<file path="config.mk">
export PLATFORM = sky130hd
export DESIGN_NAME = cfir_cell
export DESIGN_NICKNAME = d
export VERILOG_FILES = /design/src/hw/rtl/cfir_pkg.sv /design/src/hw/rtl/cfir_cell.sv
export SDC_FILE = /design/constraint.sdc
export NUM_CORES = 1
export LEC_CHECK = 0
export BUFFER_PORTS_ARGS = -buffer_cell sky130_fd_sc_hd__buf_2
export CORE_AREA = 2 2 77 79
export DETAILED_ROUTE_END_ITERATION = 10
export DIE_AREA = 0 0 79 81
export PLACE_DENSITY_LB_ADDON = 0.15
export SYNTH_ARGS = -nofsm -noshare
export SYNTH_HDL_FRONTEND = slang
export SYNTH_SLANG_ARGS = --single-unit
</file>
<file path="constraint.sdc">
create_clock -name clk -period 0.8 [get_ports clk]
set_input_delay 0.16 -clock clk [delete_from_list [all_inputs] [get_ports clk]]
set_output_delay 0.16 -clock clk [all_outputs]
set_load 0.02 [all_outputs]
</file>
<file path="src/hw/rtl/cfir_pkg.sv">
// ----------------------------------------------------------------------------
// cfir_pkg
// shared types and constants for the complex fir filter core
// ----------------------------------------------------------------------------
package cfir_pkg;

    localparam int SAMPLE_W   = 16;
    localparam int COEF_W     = 17;
    localparam int INDEX_W    = 7;
    localparam int HALF_W     = 6;
    localparam int FRAC_BITS  = 15;
    localparam int MAX_TAPS_D = 65;
    localparam int IN_DATA_W  = 56;
    localparam int OUT_DATA_W = 32;

    localparam logic [HALF_W-1:0] HALF_LENGTH_RST = 6'd32;

    localparam logic OP_FILTER = 1'b0;
    localparam logic OP_LOAD   = 1'b1;

    typedef struct packed {
        logic signed [SAMPLE_W-1:0] q;
        logic signed [SAMPLE_W-1:0] i;
    } sample_t;

    typedef struct packed {
        logic shift;
        logic rotate;
    } cell_ctrl_t;

    typedef enum logic [1:0] {
        ST_IDLE,
        ST_RUN,
        ST_FLUSH,
        ST_DONE
    } state_t;

endpackage

</file>
<file path="src/hw/rtl/cfir_cell.sv">
// ----------------------------------------------------------------------------
// cfir_cell
// one tap cell: holds one history sample and one coefficient
// ----------------------------------------------------------------------------
module cfir_cell
    import cfir_pkg::*;
(
    input  logic                     clk,
    input  logic                     rst_n,
    input  cell_ctrl_t               ctrl,
    input  logic                     load,
    input  logic signed [COEF_W-1:0] load_coef,
    input  sample_t                  prev_sample,
    input  sample_t                  next_sample,
    input  logic signed [COEF_W-1:0] next_coef,
    output sample_t                  sample,
    output logic signed [COEF_W-1:0] coef
);

    sample_t                  sample_reg;
    sample_t                  sample_next;
    logic signed [COEF_W-1:0] coef_reg;
    logic signed [COEF_W-1:0] coef_next;

    always_comb
    begin
        sample_next = sample_reg;
        coef_next   = coef_reg;
        if (ctrl.shift)
        begin
            sample_next = prev_sample;
        end
        else if (ctrl.rotate)
        begin
            sample_next = next_sample;
            coef_next   = next_coef;
        end
        if (load)
        begin
            coef_next = load_coef;
        end
    end

    always_ff @(posedge clk or negedge rst_n)
    begin
        if (!rst_n)
        begin
            sample_reg <= '0;
        end
        else
        begin
            sample_reg <= sample_next;
        end
    end

    // coefficients are undefined until loaded
    always_ff @(posedge clk)
    begin
        coef_reg <= coef_next;
    end

    assign sample = sample_reg;
    assign coef   = coef_reg;

endmodule

</file>
Word-level counts from Yosys, hierarchy flattened:

Cells that the tools add are included.

* register bits after elaboration: 49
* logic and storage cells: 12
* output and inout bits: 49
* input bits: 103

* reduce and logical (&&, ||, !) cells: 3
* mux-type cells: 5
* eq/ne operators: 1

Operators by type and width (number)
* $mux 32: 2
* $mux 17: 3
* $reduce_bool 2->1: 2
* $ne 2x1->1 const B: 1
* $reduce_and 2->1: 1

Depth between registers and ports, before layout:

* word-level depth: 3
* gate-level depth with buffers: 4
* mapped depth without buffers: 2

Worst setup path after synthesis:

Ideal clock, no wire load.

* path kind: in2reg
* from: input port ctrl[0] (netlist bit)
* to: register coef_reg[0], in the netlist coef[0], enable pin
* path buffers: 2
* library setup time: 0.372 ns
* slack: -0.426 ns
* cell stages on the path: 3
* arrival time: 0.854 ns
* required time: 0.428 ns
* cell sequence: buf_6 > buf_12 > a21o_1

* cells in the longest elaborated chain, start to end: 2

Ends and longest elaborated chain
* from (decl): RTL line cfir_cell.sv:10 `input cell_ctrl_t ctrl,`
* $reduce_bool 2->1 (no line)
* $reduce_and 2->1 (no line)
* to (signal assigned): RTL line cfir_cell.sv:59 `coef_reg <= coef_next;`
* to (decl): RTL line cfir_cell.sv:22 `logic signed [COEF_W-1:0] coef_reg;`

No other way between the ends.
A chain may end at the register's enable or synchronous reset.

Worst setup path in the final report:

* from: register coef_reg[6], in the netlist coef[6]
* to: output port coef[6]

RTL lines
* to (decl): RTL line cfir_cell.sv:17 `output logic signed [COEF_W-1:0] coef`

No word-level cell between the ends.

==> results.md <==
* Largest net degree at the start of global routing at 33
* Clock sinks at 49
* Worst-case clock buffer depth at 2
* Hold Worst Slack at 0.0695 ns
* Skew final at 0 ns
* Layout cells sized above 1 at 55.8%
* Final WS setup at -0.210 ns
* Final Non-Filler Cells at 412
* Overall Power at 6390 µW
* Worst skew pair latency at 0.29 ns
* Mapped Nets at 280
* TritonCTS clock tree: built
* Synthesis-stage register bit count at 49
* Hold Violations, Final at 0
* Dpl cells at 401
* Final worst-path cycle share at 126%
* CP Class: reg2out
* Fill count at 482
* Combinational fraction of design power at 26.2%
* Leakage power at 0.00180 µW
* Worst path top cell family by delay: flip-flops
* Port bufs at 151
* Die height at 81 µm
* Dpl hpwl at 3990 µm
* Failing checks: negative setup slack
* DP Worst Slack at -0.239 ns
* Largest family of logic cells by synthesized area: multiplexers
* Multi-input logic area at 841 µm²
* DRC at 0
* Initial antenna violation count at 0
* TritonCTS Buffers at 5
* Setup crit start kind: flop
* Pre-Repair DR Iteration Count at 4
* Mean Syn Cell Area at 12.9 µm²
* Starting Density at 40.3%
* Seq/Total Area, Yosys at 57.4%
* Synth Area in Compound Gates at 7.34%
* Via count at 1881
* Unrepaired setup endpoints after global routing: yes
* Most common cell after layout, fill and taps aside: buf_2
* Most frequent cells in the layout: buf_2, buf_6, mux2i_1, nand2_1, dfrtp_1
* Psw at 1700 µW
* Grt ovf at 0
* Power Density at 1800 nW/µm²
* Max Slew Vio Count at 0
* Clk pin slew, worst setup/hold paths at 0.09 ns
* Synth Area in Adders at 0%
* H-tree Lvls at 2
* Cell Rows at 28
* Sequential power share at 47.2%
* CP max stage delay at 0.41 ns
* # diodes at 0
* Simple-gate portion of the synthesized area at 5.26%
* Die area at 6400 µm²
* Drt wl/cell at 13.0 µm
* Yosys cell types at 14
* Sw Ratio at 26.6%
* CP Max Fanout at 1
* Slew Limit Headroom at 85.2%
* Via/cell ratio at 4.57
* Storage element area at 1310 µm²
* Die width at 79 µm
* CP max stage cell: edfxtp_1
* Worst Setup End Kind: primary output
* Final ANT Viol Nets at 0
* Critical Path AT at 0.85 ns
* Final wirelength at 5370 µm
* Clock share of power at 26.7%
* Gpl congestion at 0.726
* Outcome: finished, violations left
* Final Setup Violations at 51
* Layout area overhead at 55.7%
* Cell Int Power at 4690 µW
* 1st-iter DRT viols at 37
* Max Cap Viol at 0
* XOR/XNOR Fraction of Synth Area at 0%
* Critical Path RT at 0.64 ns
* Mapped Area at 2280 µm²
* Number of flip-flops in the largest register at 32
* Fin nets at 439
* CTS root buf: clkbuf_8
* CP bufs+invs at 1
* Core region area at 5680 µm²
* Hold Crit Class: in2reg
* Io pins at 152
* Global-route wire length before repair at 7970 µm
* Worst-Margin Slew at 0.221 ns
* Crit path time final at 1.01 ns
* YS warnings at 0
* Max Fclk at 0.990 GHz
* Cell Chain, Critical Path: buf_6
* Vias in the first global route at 1809
* Multiplexer share of the synthesized area at 23.9%
* Total Routing Usage GR at 16.0%
* Post-Synthesis Cells at 177
* Peak supply drop at 968 µV
[timing repair]
action                                 CTS  global route
setup endpoints to repair               49            52
hold buffers                             1             0
cloned                                   0             0
resized for setup                       74            14
endpoints found under the hold margin   32             0
setup buffers                            0             2
[cell type report]
cell class | instances | area share (%)
clock buffer | 6 | 2.04
clock inverter | 2 | 0.950
inverter | 1 | 0.106
multi-input combinational | 114 | 23.6
sequential | 49 | 36.9
tap | 75 | 2.64
timing repair buffer | 165 | 33.8
[logic make-up after synthesis]
kind of cell	Yosys count
AO/OA/AOI/OAI	33
buffers and inverters	14
flip-flops	49
multiplexers	49
AND/OR/NAND/NOR	32
[metrics by stage]
stage / utilization [%] / setup TNS (ns) / area, µm²
floorplan: - / -4.05 / 2310
global placement: 55.5 / -11.89 / 3150
detailed placement: 55.5 / -12.59 / 3150
CTS: 61.6 / -10.08 / 3500
global route: 62.7 / -11.19 / 3560
finish: 62.7 / -9.30 / 3560
[path summary, 6_finish.rpt]
kind                                       from         end  slack (ns)  cells past startpoint
worst max-delay path                    coef[6]     coef[6]       -0.21                      1
worst min-delay path            prev_sample[19]  sample[19]        0.07                      3
worst max register to register        sample[1]   sample[1]       -0.04                      3
worst min register to register       sample[21]  sample[21]        0.58                      2
max in group asynchronous                 rst_n  sample[12]        0.28                      3
min in group asynchronous                 rst_n   sample[9]        0.34                      3
[Yosys cell counts]
cell,instances,area share (%)
o21ai_1,29,6.4
edfxtp_1,17,22
inv_1,1,0.16
buf_12,4,3.5
clkbuf_1,1,0.16
buf_2,6,1.3
o21ai_0,3,0.66
nand2_1,32,5.3
mux2_2,8,3.9
a21o_1,1,0.33
mux2_4,9,5.9
dfrtp_1,32,35
mux2i_1,32,14
buf_6,2,0.99
[power groups by stage]
stage	registers [µW]	logic (µW)	clock network (µW)
after floorplan	3340	484	0
after global placement	3010	1410	0
after detailed placement	3010	1420	0
after CTS	3010	1630	1770
after global routing	3050	1790	1850
final	3020	1670	1710
[per-layer routing]
layer | share of wire [%] | global-route usage [%] | wire (µm)
met1 | 39 | 17.9 | 2070
met2 | 50 | 27.8 | 2710
met3 | 9.6 | 6.11 | 516
met4 | 1.4 | 5.86 | 74
met5 | 0 | 0 | 0
(Power assumes the default switching activity.)
