$ cat src/hw/rtl/cfir_pkg.sv
// ----------------------------------------------------------------------------
// cfir_pkg
// shared types and constants for the complex fir filter core
// ----------------------------------------------------------------------------
package cfir_pkg;

    localparam int SAMPLE_W   = 16;
    localparam int COEF_W     = 17;
    localparam int INDEX_W    = 7;
    localparam int HALF_W     = 6;
    localparam int FRAC_BITS  = 15;
    localparam int MAX_TAPS_D = 65;
    localparam int IN_DATA_W  = 56;
    localparam int OUT_DATA_W = 32;

    localparam logic [HALF_W-1:0] HALF_LENGTH_RST = 6'd32;

    localparam logic OP_FILTER = 1'b0;
    localparam logic OP_LOAD   = 1'b1;

    typedef struct packed {
        logic signed [SAMPLE_W-1:0] q;
        logic signed [SAMPLE_W-1:0] i;
    } sample_t;

    typedef struct packed {
        logic shift;
        logic rotate;
    } cell_ctrl_t;

    typedef enum logic [1:0] {
        ST_IDLE,
        ST_RUN,
        ST_FLUSH,
        ST_DONE
    } state_t;

endpackage

$ cat src/hw/rtl/cfir_mac.sv
// ----------------------------------------------------------------------------
// cfir_mac
// head-of-chain multiply-accumulate with rounding and saturation
// ----------------------------------------------------------------------------
module cfir_mac
    import cfir_pkg::*;
#(
    parameter int MAX_TAPS = MAX_TAPS_D
)
(
    input  logic                       clk,
    input  logic                       rst_n,
    input  logic                       clear,
    input  logic                       step,
    input  logic signed [COEF_W-1:0]   coef,
    input  sample_t                    sample,
    output logic signed [SAMPLE_W-1:0] res_i,
    output logic signed [SAMPLE_W-1:0] res_q,
    output logic                       clip
);

    localparam int PROD_W = COEF_W + SAMPLE_W;
    localparam int ACC_W  = PROD_W + $clog2(MAX_TAPS);
    localparam int RND_W  = ACC_W + 1;
    localparam int SH_W   = RND_W - FRAC_BITS;

    localparam logic signed [SH_W-1:0] POS_MAX = SH_W'(32767);
    localparam logic signed [SH_W-1:0] NEG_MIN = -SH_W'(32768);
    localparam logic signed [RND_W-1:0] HALF   = RND_W'(1) <<< (FRAC_BITS - 1);

    logic signed [PROD_W-1:0] prod_i_reg;
    logic signed [PROD_W-1:0] prod_q_reg;
    logic                     prod_vld_reg;
    logic signed [ACC_W-1:0]  acc_i_reg;
    logic signed [ACC_W-1:0]  acc_q_reg;
    logic signed [ACC_W-1:0]  acc_i_next;
    logic signed [ACC_W-1:0]  acc_q_next;

    logic signed [RND_W-1:0]  rnd_i;
    logic signed [RND_W-1:0]  rnd_q;
    logic signed [SH_W-1:0]   sh_i;
    logic signed [SH_W-1:0]   sh_q;
    logic                     clip_i;
    logic                     clip_q;

    always_ff @(posedge clk)
    begin
        prod_i_reg <= coef * sample.i;
        prod_q_reg <= coef * sample.q;
    end

    always_ff @(posedge clk or negedge rst_n)
    begin
        if (!rst_n)
        begin
            prod_vld_reg <= 1'b0;
        end
        else
        begin
            prod_vld_reg <= step;
        end
    end

    always_comb
    begin
        acc_i_next = acc_i_reg;
        acc_q_next = acc_q_reg;
        if (clear)
        begin
            acc_i_next = '0;
            acc_q_next = '0;
        end
        else if (prod_vld_reg)
        begin
            acc_i_next = acc_i_reg + ACC_W'(prod_i_reg);
            acc_q_next = acc_q_reg + ACC_W'(prod_q_reg);
        end
    end

    always_ff @(posedge clk)
    begin
        acc_i_reg <= acc_i_next;
        acc_q_reg <= acc_q_next;
    end

    // round half up, shift toward minus infinity, saturate
    always_comb
    begin
        rnd_i  = RND_W'(acc_i_reg) + HALF;
        rnd_q  = RND_W'(acc_q_reg) + HALF;
        sh_i   = SH_W'(rnd_i >>> FRAC_BITS);
        sh_q   = SH_W'(rnd_q >>> FRAC_BITS);
        clip_i = (sh_i > POS_MAX) || (sh_i < NEG_MIN);
        clip_q = (sh_q > POS_MAX) || (sh_q < NEG_MIN);
        if (sh_i > POS_MAX)
            res_i = 16'sh7fff;
        else if (sh_i < NEG_MIN)
            res_i = -16'sh8000;
        else
            res_i = SAMPLE_W'(sh_i);
        if (sh_q > POS_MAX)
            res_q = 16'sh7fff;
        else if (sh_q < NEG_MIN)
            res_q = -16'sh8000;
        else
            res_q = SAMPLE_W'(sh_q);
        clip = clip_i | clip_q;
    end

endmodule

$ cat config.mk
export PLATFORM = sky130hd
export DESIGN_NAME = cfir_mac
export DESIGN_NICKNAME = d
export VERILOG_FILES = /design/src/hw/rtl/cfir_pkg.sv /design/src/hw/rtl/cfir_mac.sv
export SDC_FILE = /design/constraint.sdc
export NUM_CORES = 2
export LEC_CHECK = 0
export ABC_AREA = 1
export BUFFER_PORTS_ARGS = -buffer_cell sky130_fd_sc_hd__clkbuf_2
export CORE_MARGIN = 3
export CORE_UTILIZATION = 50
export DETAILED_ROUTE_END_ITERATION = 16
export GPL_TIMING_DRIVEN = 0
export PLACE_DENSITY_LB_ADDON = 0.3
export SLEW_MARGIN = 20
export SYNTH_ARGS = -nofsm -noshare
export SYNTH_HDL_FRONTEND = slang
export SYNTH_SLANG_ARGS = --single-unit
export TNS_END_PERCENT = 10
$ cat constraint.sdc
create_clock -name clk -period 1.9 [get_ports clk]
set_input_delay 0.285 -clock clk [delete_from_list [all_inputs] [get_ports clk]]
set_output_delay 0.285 -clock clk [all_outputs]
set_load 0.01 [all_outputs]
Word level (Yosys, flattened, before mapping)
Cells that the tools add are included.
- register bits after elaboration: 147
- input bits: 53
- output and inout bits: 33
- add/subtract/negate cells: 4
- multipliers: 2
- magnitude comparators: 4
- mux-type cells: 4
- bitwise operators: 1
- reduce and logical (&&, ||, !) cells: 2
- operator list (operator ; number):
    $add 40x16->41 const B ; 2
    $add 40x33->40 ; 2
    $mul 17x16->33 ; 2
    $mux 16 ; 4
    $gt 26x16->1 const B ; 2
    $lt 26x16->1 const B ; 2
    $logic_or 1x1->1 ; 2
    $or 1x1->1 ; 1

Depth between registers and ports, before layout
- word-level depth: 4
- mapped depth: 28

Worst setup path before layout
OpenSTA, ideal clock, no wires.
- path type: input to register
- start: in sample[21] in the netlist's numbering
- end: reg prod_q_reg[24]
- library setup time: 0.136 ns
- arrival: 5.479 ns
- required time: 1.764 ns
- path slack: -3.715 ns
- stages: 20
- path through: clkbuf_1 clkbuf_1 nand2_1 fa_1 inv_1 fa_1 fa_1 fa_1 fa_1 inv_1 fa_1 inv_1 ha_1 nand2_1 nand2_1 o21bai_1 a21oi_1 a21boi_0 o41ai_1 xor2_1
- word-level cells in the longest chain between the ends: 1
- RTL lines (item ; line ; source):
    start, declared ; cfir_mac.sv:16 ; input sample_t sample,
    $mul 17x16->33 ; cfir_mac.sv:49 ; prod_q_reg <= coef * sample.q;
    end signal, assigned ; cfir_mac.sv:49 ;
    end, declared ; cfir_mac.sv:32 ; logic signed [PROD_W-1:0] prod_q_reg;
Every way passes these cells.
A chain may end at the register's enable or synchronous reset.

Worst setup path after layout
- start: in coef[16]
- end: reg prod_i_reg[32]
- word-level cells in the longest chain between the ends: 1
- RTL lines (item ; line ; source):
    start, declared ; cfir_mac.sv:15 ; input logic signed [COEF_W-1:0] coef,
    $mul 17x16->33 ; cfir_mac.sv:48 ; prod_i_reg <= coef * sample.i;
    end signal, assigned ; cfir_mac.sv:48 ;
    end, declared ; cfir_mac.sv:31 ; logic signed [PROD_W-1:0] prod_i_reg;
Every way passes these cells.

==> impl_metrics.tcl <==
set metrics [dict create \
    status "finished, violations left" \
    violations "negative setup slack" \
    numClockSinks 147 \
    root_buffer "clkbuf_16" \
    synth_top_family_by_area "adder cells" \
    drv_slew 0 \
    skew_ps 14.0 \
    grtUsageTotal_pct 31.3 \
    ant_nets 0 \
    vias_per_cell 5.39 \
    pin_count 86 \
    routabilityCongestion 1.01 \
    vias 31339 \
    maxCapViolations 0 \
    place_hpwl_um 88800 \
    cts_buffers 17 \
    wl_per_cell_um 19.0 \
    synth_ff_type "dfxtp_1" \
    post-synth-top-count-cell "nand2_1" \
    yosysTopAreaCell "fa_1" \
    totalWireLength_um 110000 \
    cts_tree "done" \
    seq_area_frac_synth_pct 8.86 \
    io_buffers 54 \
    ys_types 44 \
    crit_type "input port to register" \
    dr.pass1.iters 6 \
    syn-instance-count 4754 \
    rows 93 \
    netlist_top_cells_count "1234 x nand2_1, 1202 x inv_1, 554 x fa_1" \
    critPathMaxFanout 8 \
    dieWidth_um 264 \
    syn-cell-area_sq_mm 0.0333 \
    layout_setup_ws_ps -3290 \
    slew_headroom_pct 39.7 \
    synth_compound_area_share_pct 7.12 \
    core-area_sq_mm 0.0652 \
    die_h_um 264 \
    crit_arrival_ps 5520 \
    startpoint_type "input port" \
    drc 0 \
    drt_iter0_drc 2709 \
    fmax_mhz 193 \
    synth-xor-area-share_pct 3.03 \
    hp-class "input port to async pin" \
    synth_warnings 0 \
    setup_viol 146 \
    yosysTopAreaCellShare_pct 33.3 \
    synth.net_count 5609 \
    synth_fa_ha_area_share_pct 42.7 \
    grt_pass1_wl_um 170000 \
    antenna_cells 0 \
    cp_data_required_time_ps 2230 \
    whs_ps 139 \
    crit_path_end_kind "register" \
    final_nets 5803 \
    synth_seq_cells 147 \
    yosys.area_share.simple_pct 23.0 \
    cts.reportedPaths.clkPinSlew_ps 70 \
    async_reset_ff_share_pct 0.680 \
    fillers 5771 \
    fin_crit_sh_pct 273 \
    grt_max_degree 17 \
    initial_utilization_pct 51.1 \
    synthTopCellsByArea "fa_1 33%, nand2_1 14%, inv_1 14%, ha_1 9.3%, dfxtp_1 8.8%" \
    dieArea_sq_mm 0.0697 \
    tightestPinTransition_ps 905 \
    grt_pass1_vias 31749 \
    cts_buffer_depth 2 \
    antenna_found_initial 5 \
    hold_viol 0 \
    period_needed_ps 5190 \
    drive_above_1_share_pct 18.3 \
    insertion_delay_ps 460 \
    cts.htree.levels 4 \
    rsz0062_at_grt "true" \
    synth_edf_count 0 \
    synthMuxAreaShare_pct 0 \
    synthToLayoutAreaGrowth_pct 21.8 \
    synth_area_per_cell_sq_um 7.00 \
    overflow 0 \
]
==> worst paths after layout <==
kind | startpoint | to | slack, ps | depth (start not counted)
max reg2reg | acc_q_reg[6]$_SDFFE_PP0P_ | acc_q_reg[26]$_SDFFE_PP0P_ | -510 | 10
min in group clk | sample[0] | prod_i_reg[0]$_DFF_P_ | 210 | 3
min reg2reg | acc_q_reg[0]$_SDFFE_PP0P_ | acc_q_reg[0]$_SDFFE_PP0P_ | 540 | 2
max | coef[16] | prod_i_reg[32]$_DFF_P_ | -3290 | 21
max in group asynchronous | rst_n | prod_vld_reg$_DFF_PN0_ | 1680 | 2
min | rst_n | prod_vld_reg$_DFF_PN0_ | 140 | 2
==> cell families after synthesis <==
family,after synthesis
xor+xnor,115
buf+inv,1347
compound gates,435
simple gates,1908
fa+ha+maj,802
flops,147
==> layer usage <==
| metal | GRT usage (%) | vias to the layer above | part of all wire, % |
|---|---|---|---|
| met5 | 0 | - | 0.031 |
| met4 | 14.5 | 6 | 5.4 |
| met3 | 4.57 | 379 | 8.1 |
| met2 | 51.7 | 1427 | 47 |
| met1 | 40.5 | 15102 | 40 |
| li1 | - | 14425 | - |
==> worst max-delay path, cell delays in order <==
cell	delay, ps
clkbuf_16	150
clkbuf_16	180
nand2_4	70
inv_2	40
fa_2	520
buf_4	170
buf_6	100
buf_6	100
fa_1	460
fa_1	500
fa_1	470
fa_1	530
inv_1	60
fa_1	480
inv_1	70
ha_4	270
a21oi_2	240
o21ai_1	150
a21oi_1	160
o211ai_1	160
xnor2_2	340
==> cell usage in the layout, fill, tap and decap left out, drive strengths merged, types with 2 or more instances in the layout <==
master	instances
nand3b	5
nand4	37
o21a	4
clkinv	5
xnor2	35
a31oi	10
fa	554
nor4	7
nor2	431
inv	1212
nor3	12
o21ai	162
a21oi	197
o211ai	7
a21o	14
nand2	1242
o211a	2
dlygate4sd3	2
xor2	80
o221ai	4
a211oi	2
or2	8
dfxtp	146
nand3	164
o21bai	21
buf	138
ha	248
a21boi	7
clkbuf	196
==> area by class of cell <==
cell class	count	area [sq um]	share of cell area, %
buffer	143	2070	5.10
clock buffer	18	429	1.06
clock inverter	14	134	0.330
inverter	1204	4540	11.2
multi-input combinational	3260	27800	68.6
sequential	147	3020	7.45
tap	855	1070	2.64
timing repair buffer	175	1460	3.61
==> per-stage QoR <==
stage               setup TNS, ps  area [sq um]  utilization (%)  worst slack (ps)  std cells
detailed placement        -271320         35700             54.8             -4370       5663
finish                    -192060         40500             62.2             -3290       5816
floorplan                 -163030         34300                -             -3120       4754
global placement          -268240         35700             54.8             -4320       5663
global route              -212820         40500             62.2             -3400       5816
CTS                       -189880         39300             60.3             -3230       5769
==> timing repair <==
action | in CTS | in global routing
pin swaps | 128 | 141
gates resized for setup | 592 | 274
buffers inserted | 66 | 44
hold buffers | 2 | 0
endpoints found under the setup margin | 166 | 157
hold endpoints to repair | 2 | 0
cloned | 6 | 3
Power is not shown: default switching activity piles up to over one toggle a cycle in this logic, so the estimate is an artifact.
